[src/hdl/mmp_pkg.sv]
// Shared types, status codes and a helper function for the MIDI message parser.
package mmp_pkg;

   localparam int BYTE_W  = 8;
   localparam int DATA_W  = 7;
   localparam int NIBBLE_W = 4;
   localparam int COUNT_W = 2;

   // Upper nibbles of status bytes that need special length handling.
   localparam logic [NIBBLE_W-1:0] CMD_PROGRAM_CHANGE   = 4'hC;
   localparam logic [NIBBLE_W-1:0] CMD_CHANNEL_PRESSURE = 4'hD;
   localparam logic [NIBBLE_W-1:0] CMD_SYSTEM           = 4'hF;

   // Low nibbles of system messages that carry data bytes.
   localparam logic [NIBBLE_W-1:0] SYS_QUARTER_FRAME = 4'h1;
   localparam logic [NIBBLE_W-1:0] SYS_SONG_POSITION = 4'h2;
   localparam logic [NIBBLE_W-1:0] SYS_SONG_SELECT   = 4'h3;

   localparam logic [COUNT_W-1:0] COUNT_NONE = 2'd0;
   localparam logic [COUNT_W-1:0] COUNT_ONE  = 2'd1;
   localparam logic [COUNT_W-1:0] COUNT_TWO  = 2'd2;

   typedef enum logic [1:0] {
      PHASE_WAIT   = 2'd0,
      PHASE_FIRST  = 2'd1,
      PHASE_SECOND = 2'd2
   } phase_type;

   // One result word as it travels from the decoder to the output register.
   typedef struct packed {
      logic [BYTE_W-1:0]   thru_byte;
      logic                msg_valid;
      logic                is_system;
      logic [NIBBLE_W-1:0] command_nibble;
      logic [NIBBLE_W-1:0] low_nibble;
      logic [DATA_W-1:0]   data_first;
      logic [DATA_W-1:0]   data_second;
      logic [COUNT_W-1:0]  data_count;
   } msg_type;

   // Number of data bytes that follow a given status byte.
   function automatic logic [COUNT_W-1:0] data_length(input logic [BYTE_W-1:0] status);
      logic [NIBBLE_W-1:0] cmd;
      logic [NIBBLE_W-1:0] sub;
      logic [COUNT_W-1:0]  len;
      cmd = status[BYTE_W-1 -: NIBBLE_W];
      sub = status[NIBBLE_W-1:0];
      if (cmd == CMD_PROGRAM_CHANGE || cmd == CMD_CHANNEL_PRESSURE) begin
         len = COUNT_ONE;
      end else if (cmd != CMD_SYSTEM) begin
         len = COUNT_TWO;
      end else if (sub == SYS_QUARTER_FRAME || sub == SYS_SONG_SELECT) begin
         len = COUNT_ONE;
      end else if (sub == SYS_SONG_POSITION) begin
         len = COUNT_TWO;
      end else begin
         len = COUNT_NONE;
      end
      return len;
   endfunction

endpackage

[src/hdl/mmp_input_stage.sv]
// Input register that captures one received byte per word.
module mmp_input_stage
   import mmp_pkg::*;
(
   input  logic              clock,
   input  logic              reset,
   input  logic              req_valid,
   output logic              req_stall,
   input  logic [BYTE_W-1:0] req_rx_byte,
   input  logic              advance,
   output logic              byte_valid,
   output logic [BYTE_W-1:0] rx_byte
);

   logic              valid_ff;
   logic              valid_in;
   logic [BYTE_W-1:0] byte_ff;
   logic              load;

   // The register can take a new word when empty or when its word moves on.
   assign load      = !valid_ff || advance;
   assign req_stall = !load;
   assign valid_in  = load ? req_valid : valid_ff;

   always_ff @(posedge clock) begin
      if (reset) begin
         valid_ff <= 1'b0;
      end else begin
         valid_ff <= valid_in;
      end
   end

   always_ff @(posedge clock) begin
      if (load && req_valid) begin
         byte_ff <= req_rx_byte;
      end
   end

   assign byte_valid = valid_ff;
   assign rx_byte    = byte_ff;

endmodule

[src/hdl/mmp_decoder.sv]
// Parse state and the combinational decode of one byte into a result word.
module mmp_decoder
   import mmp_pkg::*;
(
   input  logic              clock,
   input  logic              reset,
   input  logic              fire,
   input  logic [BYTE_W-1:0] rx_byte,
   output msg_type           msg
);

   phase_type           phase_ff;
   phase_type           phase_in;
   logic [BYTE_W-1:0]   status_ff;
   logic [BYTE_W-1:0]   status_in;
   logic [DATA_W-1:0]   first_ff;
   logic [DATA_W-1:0]   first_in;
   logic [COUNT_W-1:0]  expected_ff;
   logic [COUNT_W-1:0]  expected_in;
   logic [COUNT_W-1:0]  len;

   function automatic msg_type emit(input logic [BYTE_W-1:0]  thru,
                                    input logic [BYTE_W-1:0]  status,
                                    input logic [DATA_W-1:0]  d1,
                                    input logic [DATA_W-1:0]  d2,
                                    input logic [COUNT_W-1:0] cnt);
      msg_type m;
      m.thru_byte      = thru;
      m.msg_valid      = 1'b1;
      m.command_nibble = status[BYTE_W-1 -: NIBBLE_W];
      m.is_system      = (status[BYTE_W-1 -: NIBBLE_W] == CMD_SYSTEM);
      m.low_nibble     = status[NIBBLE_W-1:0];
      m.data_first     = d1;
      m.data_second    = d2;
      m.data_count     = cnt;
      return m;
   endfunction

   always_comb begin
      msg           = '0;
      msg.thru_byte = rx_byte;
      phase_in      = phase_ff;
      status_in     = status_ff;
      first_in      = first_ff;
      expected_in   = expected_ff;
      len           = data_length(rx_byte);
      if (rx_byte[BYTE_W-1]) begin
         // A status byte always restarts parsing.
         status_in   = rx_byte;
         expected_in = len;
         if (len == COUNT_NONE) begin
            msg      = emit(rx_byte, rx_byte, '0, '0, COUNT_NONE);
            phase_in = PHASE_WAIT;
         end else begin
            phase_in = PHASE_FIRST;
         end
      end else begin
         case (phase_ff)
            PHASE_FIRST: begin
               if (expected_ff == COUNT_ONE) begin
                  msg      = emit(rx_byte, status_ff, rx_byte[DATA_W-1:0], '0, COUNT_ONE);
                  phase_in = PHASE_WAIT;
               end else begin
                  first_in = rx_byte[DATA_W-1:0];
                  phase_in = PHASE_SECOND;
               end
            end
            PHASE_SECOND: begin
               msg      = emit(rx_byte, status_ff, first_ff, rx_byte[DATA_W-1:0], COUNT_TWO);
               phase_in = PHASE_WAIT;
            end
            default: begin
               phase_in = PHASE_WAIT;
            end
         endcase
      end
   end

   always_ff @(posedge clock) begin
      if (reset) begin
         phase_ff    <= PHASE_WAIT;
         status_ff   <= '0;
         first_ff    <= '0;
         expected_ff <= COUNT_NONE;
      end else if (fire) begin
         phase_ff    <= phase_in;
         status_ff   <= status_in;
         first_ff    <= first_in;
         expected_ff <= expected_in;
      end
   end

endmodule

[src/hdl/mmp_output_stage.sv]
// Result register that holds one result word until the receiver takes it.
module mmp_output_stage
   import mmp_pkg::*;
(
   input  logic                clock,
   input  logic                reset,
   input  logic                load_valid,
   input  msg_type             load_msg,
   output logic                can_take,
   output logic                rsp_valid,
   input  logic                rsp_stall,
   output logic [BYTE_W-1:0]   rsp_thru_byte,
   output logic                rsp_msg_valid,
   output logic                rsp_is_system,
   output logic [NIBBLE_W-1:0] rsp_command_nibble,
   output logic [NIBBLE_W-1:0] rsp_low_nibble,
   output logic [DATA_W-1:0]   rsp_data_first,
   output logic [DATA_W-1:0]   rsp_data_second,
   output logic [COUNT_W-1:0]  rsp_data_count
);

   logic    valid_ff;
   logic    valid_in;
   msg_type msg_ff;

   assign can_take = !valid_ff || !rsp_stall;
   assign valid_in = can_take ? load_valid : valid_ff;

   always_ff @(posedge clock) begin
      if (reset) begin
         valid_ff <= 1'b0;
      end else begin
         valid_ff <= valid_in;
      end
   end

   always_ff @(posedge clock) begin
      if (can_take && load_valid) begin
         msg_ff <= load_msg;
      end
   end

   assign rsp_valid          = valid_ff;
   assign rsp_thru_byte      = msg_ff.thru_byte;
   assign rsp_msg_valid      = msg_ff.msg_valid;
   assign rsp_is_system      = msg_ff.is_system;
   assign rsp_command_nibble = msg_ff.command_nibble;
   assign rsp_low_nibble     = msg_ff.low_nibble;
   assign rsp_data_first     = msg_ff.data_first;
   assign rsp_data_second    = msg_ff.data_second;
   assign rsp_data_count     = msg_ff.data_count;

endmodule

[src/hdl/midi_message_parser.sv]
// Top level of the MIDI message parser: input register, decoder, result register.
//
// The parser takes one received MIDI byte per input word and returns exactly one
// result word for it. Every byte comes back unchanged on rsp_thru_byte. A status
// byte (0x80 and above) starts a new message, and its data length follows from
// the command nibble: one byte for program change and channel pressure, two for
// the other channel messages; for system messages one byte for quarter frame and
// song select, two for song position and none for the rest. When a byte completes
// a message, rsp_msg_valid is high and the status nibbles and data bytes of that
// message appear on the result; otherwise those fields are zero. A status byte in
// the middle of a message drops the partial message, and data bytes that arrive
// while no message is open are ignored, so running status and system exclusive
// payload produce no messages. A word accepted into the input register moves into
// the result register when the result register can take it, and its result is
// presented from there; with no stall on the result side a new word is accepted
// in every cycle. The parse state advances as a word moves from the input
// register into the result register, through a single short decode step. A
// stall on the result side holds the result register and, once the input
// register is also full, raises req_stall in the same cycle. There is no
// configuration.
module midi_message_parser
   import mmp_pkg::*;
(
   input  logic                clock,
   input  logic                reset,
   input  logic                req_valid,
   output logic                req_stall,
   input  logic [BYTE_W-1:0]   req_rx_byte,
   output logic                rsp_valid,
   input  logic                rsp_stall,
   output logic [BYTE_W-1:0]   rsp_thru_byte,
   output logic                rsp_msg_valid,
   output logic                rsp_is_system,
   output logic [NIBBLE_W-1:0] rsp_command_nibble,
   output logic [NIBBLE_W-1:0] rsp_low_nibble,
   output logic [DATA_W-1:0]   rsp_data_first,
   output logic [DATA_W-1:0]   rsp_data_second,
   output logic [COUNT_W-1:0]  rsp_data_count
);

   logic              byte_valid;
   logic [BYTE_W-1:0] rx_byte;
   logic              can_take;
   logic              fire;
   msg_type           msg;

   // A word leaves the input register exactly when the result register takes it;
   // that is also the only moment the parse state may change.
   assign fire = byte_valid && can_take;

   mmp_input_stage u_input (
      .clock       (clock),
      .reset       (reset),
      .req_valid   (req_valid),
      .req_stall   (req_stall),
      .req_rx_byte (req_rx_byte),
      .advance     (can_take),
      .byte_valid  (byte_valid),
      .rx_byte     (rx_byte)
   );

   mmp_decoder u_decoder (
      .clock   (clock),
      .reset   (reset),
      .fire    (fire),
      .rx_byte (rx_byte),
      .msg     (msg)
   );

   mmp_output_stage u_output (
      .clock              (clock),
      .reset              (reset),
      .load_valid         (byte_valid),
      .load_msg           (msg),
      .can_take           (can_take),
      .rsp_valid          (rsp_valid),
      .rsp_stall          (rsp_stall),
      .rsp_thru_byte      (rsp_thru_byte),
      .rsp_msg_valid      (rsp_msg_valid),
      .rsp_is_system      (rsp_is_system),
      .rsp_command_nibble (rsp_command_nibble),
      .rsp_low_nibble     (rsp_low_nibble),
      .rsp_data_first     (rsp_data_first),
      .rsp_data_second    (rsp_data_second),
      .rsp_data_count     (rsp_data_count)
   );

endmodule
[config.mk]
export PLATFORM = sky130hd
export DESIGN_NAME = midi_message_parser
export DESIGN_NICKNAME = d
export VERILOG_FILES = /design/src/hdl/mmp_pkg.sv /design/src/hdl/mmp_input_stage.sv /design/src/hdl/mmp_decoder.sv /design/src/hdl/mmp_output_stage.sv /design/src/hdl/midi_message_parser.sv
export SDC_FILE = /design/constraint.sdc
export NUM_CORES = 1
export LEC_CHECK = 0
export ABC_CLOCK_PERIOD_IN_PS = 1700
export BUFFER_PORTS_ARGS = -buffer_cell sky130_fd_sc_hd__buf_2
export CORE_MARGIN = 2
export CORE_UTILIZATION = 40
export DETAILED_ROUTE_END_ITERATION = 12
export GPL_ROUTABILITY_DRIVEN = 0
export GPL_TIMING_DRIVEN = 1
export SYNTH_ARGS = -nofsm -noshare
export SYNTH_HDL_FRONTEND = slang
export SYNTH_SLANG_ARGS = --single-unit
[constraint.sdc]
create_clock -name clock -period 1.7 [get_ports clock]
set_clock_uncertainty 0.05 [all_clocks]
set_input_delay 0.255 -clock clock [delete_from_list [all_inputs] [get_ports clock]]
set_output_delay 0.255 -clock clock [all_outputs]
set_load 0.05 [all_outputs]
---- Word-level counts from Yosys, hierarchy flattened ----
Cells that the tools add are included.
word-level totals
  flip-flop bits (word level) ............. 63
  input bits .............................. 12
  output and inout bits ................... 36
operators by class
  eq/ne operators ......................... 11
  multiplexer cells ....................... 12
  bitwise gates (word level) .............. 2
  reductions and logical operators ........ 13
operator list
  operator                                                         count
  26-bit 2-to-1 mux                                                2
  26-bit one-hot mux with 2 select lines                           1
  34-bit 2-to-1 mux                                                1
  4-bit == test, second input constant                             4
  2-bit 2-to-1 mux                                                 7
  4-bit by 2-bit == test with 1-bit output, second input constant  2
  2-bit by 1-bit == test with 1-bit output, second input constant  2
  4-bit by 1-bit == test with 1-bit output, second input constant  1
  1-bit logical NOT                                                4
  1-bit logical OR                                                 4
  4-bit inequality test, second input constant                     1
  4-bit AND reduction                                              1
  2-bit == test, second input constant                             1
  1-bit logical AND                                                2
  2-bit logical NOT                                                1
  1-bit NOT                                                        2
  2-bit AND reduction                                              1
  1-bit 2-to-1 mux                                                 1

---- Depth between registers and ports, before layout ----
Gate-level depths: netlist of the first run.
  depth after elaboration ................. 8
  gate-level depth with buffers ........... 5
  depth with buffers taken out ............ 5

---- By module ----
A second synthesis of the first run with hierarchy kept.
second synthesis, totals
  cells, all modules ...................... 186
  area total of the unflattened synthesis .. 2492.4 um^2
by module, submodules not included
  module               instances  cells an instance  area an instance (um^2)  sequential area each (um^2)
  mmp_decoder          1          134                1136.1                   380.4
  mmp_output_stage     1          39                 1059.8                   1041.0
  mmp_input_stage      1          12                 290.3                    260.2
  midi_message_parser  1          1                  6.3                      0.0

---- Worst setup path before layout of the first run ----
No wires, ideal clock.
  path kind ............................... register to register
  start point ............................. register u_output.valid_ff (netlist: u_output.rsp_valid)
  end point ............................... register u_input.byte_ff[0] (netlist: u_input.rx_byte[0]) (enable)
  arrival ................................. 1.307 ns
  data required time ...................... 1.277 ns
  slack ................................... -0.030 ns
  cell stages (with the launch flop) ...... 3
  path buffers ............................ 0
  period minus slack after synthesis ...... 1.730 ns
  path through ............................ dfxtp_1 -> and3_2 -> nor2b_1
on the way
  cells in the longest elaborated chain, start to end .. 4
ends and longest elaborated chain
  element                   RTL line                source
  start: declaration        mmp_output_stage.sv:22  logic valid_ff;
  start signal: assignment  mmp_output_stage.sv:33  valid_ff <= valid_in;
  1-bit logical NOT         mmp_output_stage.sv:26  assign can_take = !valid_ff || !rsp_stall;
  1-bit logical OR          mmp_output_stage.sv:26
  1-bit logical OR          mmp_input_stage.sv:21   assign load = !valid_ff || advance;
  1-bit logical AND         mmp_input_stage.sv:34   if (load && req_valid) begin
  end signal: assignment    mmp_input_stage.sv:35   byte_ff <= req_rx_byte;
  end: declaration          mmp_input_stage.sv:17   logic [BYTE_W-1:0] byte_ff;
No other way between the ends.
A chain may end at the register's enable or synchronous reset.

==> results.cfg, run 1 <==
[outcome]
outcome = complete, no violations

[power_and_ir_drop]
p_leak_nw = 1.28
peakVddDrop_mv = 0.605
power_density_nw_per_um2 = 1110

[yosys]
synth_enable_flop_cells = 42
ys_types = 37
synth-async-reset-ratio = 0
synth_seq_area_share = 0.669
synthFlopType = edfxtp_1
syn_area_per_cell_um2 = 13.9
synth_area_um2 = 2510
syn_nets = 196
synth-seq-cells = 63
ys_warn_count = 0
synthCells = 181

[timing]
final.setup.worst_slack_ns = 0.104
tns_ns = 0
period_share = 0.939
slew_headroom = 0.706
rsz0062_at_grt = false
maxSlewViolCount = 0
tightest_slew_ns = 0.441
layout_min_cycle_time_ns = 1.60
setup_viol = 0
whs_ns = 0.0358
finalHoldViolations = 0
fmax_ghz = 0.626

[route]
ant_nets = 0
num_vias = 1643
post-route-drc-count = 0
dr.pass1.iters = 4
via_per_inst = 5.02
wl_per_cell_um = 14.6
routed_wl_mm = 4.78
drt_iter0_drc = 88

[clocking]
cts_tree = built
cts_max_path_buffers = 2
clk_pin_slew_ns = 0.07
root_buffer = clkbuf_8
clk_latency_ns = 0.34
cts_made_buffers = 9
cts_max_level = 3
cts_sinks = 63
post_cts_resized = 0

[placed_design]
dp_hpwl_mm = 3.18
preCtsSetupSlack_ns = 0.0901
placedInstanceArea_um2 = 2920
port_buffers = 47

[worst_setup_path]
path_max_fanout = 10
cp-start-kind = flip-flop
endpoint_kind = flip-flop
crit_type = reg -> reg
crit_start = u_decoder.phase_ff[0]$_SDFFE_PP0P_
cp.required_ns = 1.73
cp.arrival_ns = 1.63
r2r_start = u_decoder.phase_ff[0]$_SDFFE_PP0P_

[floorplanning]
dieArea_um2 = 6930
fp.dieH_um = 83.3
coreArea_um2 = 5990
io_pins = 48
start_util = 0.420
rows = 28
die_w_um = 83.3

[cells_and_area]
regArea_um2 = 1680
fin_area_um2 = 3170
final_common_cell = buf_2
final_cell_mix = buf_2 (47), edfxtp_1 (42), dfxtp_1 (21), nand2b_1 (15), buf_4 (15)
area_growth_pct = 26.2
fillers = 539
drive_gt1_frac = 0.365
antennaDiodeCount = 0
multiInputGateArea_um2 = 753
nets = 262

[global_routing]
grt_pass1_vias = 1591
grt-ovfl-total = 0
grt_max_degree = 38
grtUsageTotal = 0.147
antenna_found_initial = 0
grt_pass1_wl_mm = 7.94

[min_path]
min_path_type = in -> reg
hp-start = req_rx_byte[4]

[job]
cap_viol_max_count = 0
per-layer routing:
layer,up-vias,share of wire,global-route usage
met5,-,0,0
met3,8,0.053,0.0527
met1,781,0.47,0.187
li1,810,-,-
met4,0,0.015,0.0626
met2,44,0.46,0.228
layout make-up:
| cell class | instances | area share |
|---|---|---|
| multi-input cells | 103 | 0.237 |
| repair buffers | 64 | 0.122 |
| clock buffers | 11 | 0.0477 |
| well taps | 75 | 0.0296 |
| flip-flops and latches | 63 | 0.530 |
| clock inverters | 5 | 0.0252 |
| inverters | 6 | 0.00750 |
critical path: stages (launching register included):
cell      delay [ns]
dfxtp_1         0.34
inv_1           0.08
ha_1            0.39
a211oi_4        0.06
buf_12          0.14
or2_2           0.28
Yosys cell counts, drive strengths merged, types with 3 or more instances:
master | instances | area [um2]
a21oi | 12 | 63.8
ha | 3 | 37.5
and3 | 9 | 57.6
nor2 | 7 | 26.3
a21o | 4 | 30.0
nand2b | 15 | 93.8
nand3 | 8 | 40.0
inv | 5 | 18.8
clkbuf | 5 | 20.0
edfxtp | 42 | 1260
o21ai | 8 | 40.0
a22o | 11 | 96.3
buf | 4 | 37.5
dfxtp | 21 | 420
mux2i | 7 | 70.1
through the flow:
step,std cells,power (W),utilization
after floorplan,181,0.00199,-
after global placement,310,0.00208,0.487
after detailed placement,310,0.00209,0.487
after CTS,326,0.00355,0.526
after global routing,327,0.00364,0.529
final,327,0.00353,0.529
power breakdown:
group	switching (W)	total [W]	internal (W)
registers	0.0000248	0.00172	0.00170
clock network	0.000575	0.00148	0.000902
logic	0.000240	0.000328	0.0000885
total	0.000840	0.00353	0.00269
final timing paths:
path                            cells after the start                                  to  slack [ns]
worst max register to register                      5    u_output.rsp_msg_valid$_DFFE_PP_        0.10
worst max-delay path                                5    u_output.rsp_msg_valid$_DFFE_PP_        0.10
worst min-delay path                                1        u_input.rx_byte[4]$_DFFE_PP_        0.04
worst min register to register                      2  u_decoder.first_ff[2]$_SDFFE_PP0P_        0.42
state kept, by name, summed over array words and instances, names as in the netlist, 4 cells and up:
register	cells
u_decoder.status_ff	8
u_input.rx_byte	8
u_output.rsp_thru_byte	8
u_decoder.first_ff	7
u_output.rsp_data_first	7
u_output.rsp_data_second	7
u_output.rsp_command_nibble	4
u_output.rsp_low_nibble	4
repair_timing:
item | 4_1_cts | 5_1_grt
setup buffers | 0 | 1
hold buffers | 0 | 0
endpoints found under the setup margin | 0 | 9
cells by family (layout without fill, tap and decap cells):
| family | after synthesis | count (layout) | synth area share |
|---|---|---|---|
| AO/OA/AOI/OAI | 43 | 43 | 0.131 |
| adder cells (fa/ha/maj) | 3 | 3 | 0.0149 |
| buffers and inverters | 15 | 86 | 0.0323 |
| flip-flops | 63 | 63 | 0.669 |
| multiplexers | 7 | 7 | 0.0279 |
| AND/OR/NAND/NOR | 50 | 50 | 0.124 |
Power figures use the tool's default switching activity.
==> run 2, diff against run 1 <==
--- a/config.mk
+++ b/config.mk
@@ -7,11 +7,13 @@
 export LEC_CHECK = 0
 export ABC_CLOCK_PERIOD_IN_PS = 1700
 export BUFFER_PORTS_ARGS = -buffer_cell sky130_fd_sc_hd__buf_2
+export CORE_ASPECT_RATIO = 0.6
 export CORE_MARGIN = 2
 export CORE_UTILIZATION = 40
 export DETAILED_ROUTE_END_ITERATION = 12
 export GPL_ROUTABILITY_DRIVEN = 0
 export GPL_TIMING_DRIVEN = 1
+export HOLD_SLACK_MARGIN = 0.05
 export SYNTH_ARGS = -nofsm -noshare
 export SYNTH_HDL_FRONTEND = slang
 export SYNTH_SLANG_ARGS = --single-unit
==> run 2 against run 1 <==
Against the previous run: die area increased by 0.31%; combinational power increased by 6%; register-to-register slack got worse by 0.03 ns; clock-buffer cell count unchanged; maximum frequency decreased by 2.0%; power decreased by 11%; global-route usage increased by 0.76 points; sequential power about the same; highest routed layer unchanged.
==> results.cfg, run 2 (same netlist as run 1, synthesis figures left out) <==
[clocking]
clk_pin_slew_ns = 0.07
cts_made_buffers = 9
post_cts_resized = 0
post-cts-setup-buffer-count = 0
cts_max_path_buffers = 2
cts_max_level = 3
cts_sinks = 63
clk_latency_ns = 0.33
cts_tree = built
root_buffer = clkbuf_8

[power_and_ir_drop]
clock_power_share = 0.338
p_leak_nw = 1.28
combPwrFrac = 0.111
power_density_nw_per_um2 = 985
peakVddDrop_mv = 0.420
p_seq_frac = 0.551
p_switching_w = 0.000810
swShare = 0.259
p_int_w = 0.00231

[route]
post-route-drc-count = 0
drt_iter0_drc = 91
num_vias = 1684
wl_per_cell_um = 14.6
dr.pass1.iters = 4
ant_nets = 0
routed_wl_mm = 5.00
via_per_inst = 4.91

[worst_setup_path]
path_max_fanout = 7
rr_worst_depth = 4
cp.arrival_ns = 1.79
crit_start = u_decoder.phase_ff[0]$_SDFFE_PP0P_
endpoint_kind = flip-flop
cp.required_ns = 1.86
cp-start-kind = flip-flop
crit_type = reg -> reg
r2r_start = u_decoder.phase_ff[0]$_SDFFE_PP0P_

[floorplanning]
die_w_um = 106
fp.dieH_um = 65.4
dieArea_um2 = 6960
rows = 22
io_pins = 48
start_util = 0.413
coreArea_um2 = 6080

[timing]
layout_min_cycle_time_ns = 1.63
tightest_slew_ns = 0.479
setup_viol = 0
finalHoldViolations = 0
maxSlewViolCount = 0
fmax_ghz = 0.614
rsz0062_at_grt = true
period_share = 0.959
slew_headroom = 0.679
whs_ns = 0.0974

[global_routing]
grt_max_degree = 40
grt_pass1_vias = 1553
grt_pass1_wl_mm = 7.90
antenna_found_initial = 0
grtUsageTotal = 0.155
grt-ovfl-total = 0

[placed_design]
port_buffers = 47
dp_hpwl_mm = 3.25

[cells_and_area]
drive_gt1_frac = 0.340
final_cell_mix = buf_2 (47), edfxtp_1 (42), dfxtp_1 (21), nand2b_1 (15), buf_4 (15)
final_common_cell = buf_2
area_growth_pct = 26.1
antennaDiodeCount = 0
final_core_util = 0.521
nets = 269

[min_path]
hold_depth = 3
min_path_type = in -> reg
hp-start = req_valid

[outcome]
outcome = complete, no violations

[job]
cap_viol_max_count = 0
## run 2: layout make-up
cell class              count  area (um2)
flip-flops and latches     63        1680
repair buffers             71         448
well taps                  84         105
fillers                   536        2910
clock buffers              11         131
inverters                   6        23.8
clock inverters             5        26.3
multi-input cells         103         753
## run 2: stage by stage
step           total power, W  instance area, um2  cells  setup TNS [ns]  worst slack, ns
5_1_grt               0.00325                3170    343         -0.0200         -0.00936
4_1_cts               0.00315                3170    343               0           0.0677
3_5_place_dp          0.00209                2930    319               0           0.0778
2_1_floorplan         0.00199                2520    181               0            0.104
6_report              0.00312                3170    343               0           0.0702
3_3_place_gp          0.00209                2930    319               0           0.0842
## run 2: what timing repair did
item                                    CTS  global route
hold endpoints to repair                  8             0
endpoints found under the setup margin    0             4
hold buffers                              8             0
## run 2: critical path, stage by stage (launching register included)
cell     delay (ns)
dfxtp_1        0.33
inv_1          0.08
ha_1           0.38
nor3_2         0.46
a22o_1         0.20
## run 2: metal layers
| layer | wire (um) | vias up | global-route usage |
|---|---|---|---|
| met4 | 39 | 0 | 0.0461 |
| met5 | 0 | - | 0 |
| met2 | 2020 | 57 | 0.215 |
| li1 | - | 823 | - |
| met3 | 361 | 5 | 0.0675 |
| met1 | 2580 | 799 | 0.218 |
## run 2: power groups by stage
stage	Clock (W)	Sequential (W)	Combinational, W
6_report	0.00105	0.00172	0.000347
4_1_cts	0.00108	0.00172	0.000347
2_1_floorplan	0	0.00189	0.0000993
3_5_place_dp	0	0.00175	0.000333
5_1_grt	0.00115	0.00173	0.000368
3_3_place_gp	0	0.00175	0.000332
## run 2: worst paths after layout
path | endpoint | slack (ns)
worst max-delay path | u_output.rsp_data_first[1]$_SDFFCE_PP0P_ | 0.07
worst min-delay path | u_input.byte_valid$_SDFFE_PP0N_ | 0.1
worst max register to register | u_output.rsp_data_first[1]$_SDFFCE_PP0P_ | 0.07
worst min register to register | u_decoder.status_ff[1]$_SDFFE_PP0P_ | 0.42
==> run 3, diff against run 2 <==
--- a/config.mk
+++ b/config.mk
@@ -5,6 +5,7 @@
 export SDC_FILE = /design/constraint.sdc
 export NUM_CORES = 1
 export LEC_CHECK = 0
+export ABC_AREA = 1
 export ABC_CLOCK_PERIOD_IN_PS = 1700
 export BUFFER_PORTS_ARGS = -buffer_cell sky130_fd_sc_hd__buf_2
 export CORE_ASPECT_RATIO = 0.6
==> run 3 against run 2 <==
Against the previous run: hold slack improved by 0.0055 ns; via count fell by 2.3%; critical endpoint is now u_output.rsp_data_first[6]$_SDFFCE_PP0P_; cell count rose by 6.4%; synthesized cell count rose by 14%.
==> results.cfg, run 3 <==
[yosys]
synth_most_common_cell = edfxtp_1
synth_common_cells = edfxtp_1 (42), nand2_1 (26), inv_1 (24)
synth_enable_flop_cells = 42
syn_area_per_cell_um2 = 12.0
synth_area_um2 = 2480
ys_types = 26
netlist.area_leader.share = 0.509
synth.area.top_cells = edfxtp_1 (51%), dfxtp_1 (17%), o21ai_0 (4.0%), nand2_1 (3.9%), inv_1 (3.6%)
ys_warn_count = 0
yosys.area.top_type = edfxtp_1
synthFlopType = edfxtp_1
synth_seq_area_share = 0.679
synth-async-reset-ratio = 0
synthCells = 207
synth-seq-cells = 63
syn_nets = 222

[floorplanning]
die_w_um = 106
coreArea_um2 = 6060
start_util = 0.409
io_pins = 48
rows = 22
dieArea_um2 = 6860
fp.dieH_um = 64.9

[outcome]
outcome = complete, no violations

[clocking]
cts_max_path_buffers = 2
cts_sinks = 63
cts_max_level = 3
clk_latency_ns = 0.34
cts_made_buffers = 9
root_buffer = clkbuf_8
post_cts_resized = 0
post-cts-setup-buffer-count = 0
cts_tree = built
clk_pin_slew_ns = 0.07

[cells_and_area]
fin_area_um2 = 3120
antennaDiodeCount = 0
drive_gt1_frac = 0.345
nets = 291
final_common_cell = buf_2
final_cell_mix = buf_2 (47), edfxtp_1 (42), nand2_1 (26), inv_1 (23)
area_growth_pct = 26.1
fillers = 580

[worst_setup_path]
cp_cell_sequence = inv_1 > ha_1 > nor2_4 > nand2_1 > inv_1 > nand2_1 > o21ai_0
r2r_start = u_decoder.phase_ff[0]$_SDFFE_PP0P_
cp.required_ns = 1.84
slowest_stage = dfxtp_1
critPathMaxStageDelay_ns = 0.35
path_max_fanout = 7
rrSetupSlack_ns = 0.11
rr_worst_depth = 7
cp.arrival_ns = 1.73
cp-start-kind = flip-flop
crit_start = u_decoder.phase_ff[0]$_SDFFE_PP0P_
endpoint_kind = flip-flop
timing.rr.end = u_output.rsp_data_first[6]$_SDFFCE_PP0P_
crit_type = reg -> reg

[job]
cap_viol_max_count = 0

[power_and_ir_drop]
peakVddDrop_mv = 0.423
power_density_nw_per_um2 = 1070
p_leak_nw = 1.24

[global_routing]
grtUsageTotal = 0.156
grt_use_met2 = 0.194
antenna_found_initial = 0
grt_pass1_vias = 1525
grt-ovfl-total = 0
grt_pass1_wl_mm = 7.85
grt.busiest_layer = met1
use_met3 = 0.0573
grt_use_met1 = 0.236
grt_max_degree = 24

[timing]
finalHoldViolations = 0
fmax_ghz = 0.631
layout_min_cycle_time_ns = 1.59
rsz0062_at_grt = false
slew_headroom = 0.670
maxSlewViolCount = 0
tightest_slew_ns = 0.495
period_share = 0.932
setup_viol = 0
tns_ns = 0

[placed_design]
port_buffers = 47
placedInstanceArea_um2 = 2850
dp_hpwl_mm = 3.27

[route]
wl_per_cell_um = 13.0
routed_wl_mm = 4.75
drt_iter0_drc = 71
dr.pass1.iters = 4
post-route-drc-count = 0
via_per_inst = 4.51
ant_nets = 0
num_vias = 1646

[min_path]
min_path_type = in -> reg
min_to = u_decoder.phase_ff[0]$_SDFFE_PP0P_
hp-start = reset
hold_depth = 2
[run 3: cell count changes in the layout (fill, tap and decap cells not counted), sizes merged, moves of 5 or more]
cell    delta
nor2      +16
nand2b    -15
and3       -9
buf        -9
a22o      -11
nand2     +29
nor3       +5
o21ai     +22
inv       +21
mux2i      -7
[run 3: cells by family after synthesis]
logic type / after synthesis / share of synthesized area
flops: 63 / 0.679
compound gates: 44 / 0.108
simple gates: 66 / 0.137
buf+inv: 31 / 0.0601
fa+ha+maj: 3 / 0.0152
[run 3: critical path: cells and delay by family (launching register included)]
family	cells	cell delay (ns)
flip-flops	1	0.35
adder cells (fa/ha/maj)	1	0.32
AND/OR/NAND/NOR	3	0.35
AO/OA/AOI/OAI	1	0.09
buffers and inverters	2	0.28
[run 3: final cells by class]
class	count	area [um2]	share of cell area
Tap cell	84	105	0.0337
Multi-Input combinational cell	113	653	0.209
Inverter	27	110	0.0353
Timing Repair Buffer	62	380	0.122
Clock buffer	10	128	0.0409
Clock inverter	6	61.3	0.0196
Sequential cell	63	1690	0.540
[run 3: worst max path at each step]
stage	to	depth (start not counted)
finish	u_output.rsp_data_first[6]$_SDFFCE_PP0P_	7
global route	u_output.rsp_data_first[6]$_SDFFCE_PP0P_	7
CTS	u_output.rsp_is_system$_DFFE_PP_	7
detailed placement	u_output.rsp_is_system$_DFFE_PP_	7
global placement	u_output.rsp_data_first[3]$_SDFFCE_PP0P_	7
floorplan	u_input.rx_byte[0]$_DFFE_PP_	5
[run 3: power breakdown]
part           internal, W  switching [W]  leakage (nW)  total [W]
Combinational    0.0000900       0.000258         0.579   0.000348
Clock             0.000671       0.000577        0.0960    0.00125
Sequential         0.00171      0.0000345         0.562    0.00174
Total              0.00247       0.000869          1.24    0.00334
[run 3: stage by stage]
stage | setup slack (ns) | instances | utilization | hold slack (ns) | power, W
6_report | 0.115 | 365 | 0.516 | 0.103 | 0.00334
3_3_place_gp | 0.163 | 341 | 0.471 | 0.381 | 0.00211
2_1_floorplan | 0.0318 | 207 | - | 0.264 | 0.00202
4_1_cts | 0.0988 | 365 | 0.516 | 0.0864 | 0.00338
5_1_grt | 0.00163 | 365 | 0.516 | 0.0997 | 0.00349
3_5_place_dp | 0.118 | 341 | 0.471 | 0.383 | 0.00211
[run 3: per-layer routing]
metal  routed length (um)  vias up
met1                 2520      740
met3                  357        5
li1                     -      845
met4                   45        0
met5                    0        -
met2                 1820       56
[run 3: what timing repair did]
| item | CTS | global route |
|---|---|---|
| hold buffers | 8 | 0 |
| endpoints found under the hold margin | 8 | 0 |
| endpoints found under the setup margin | 0 | 0 |
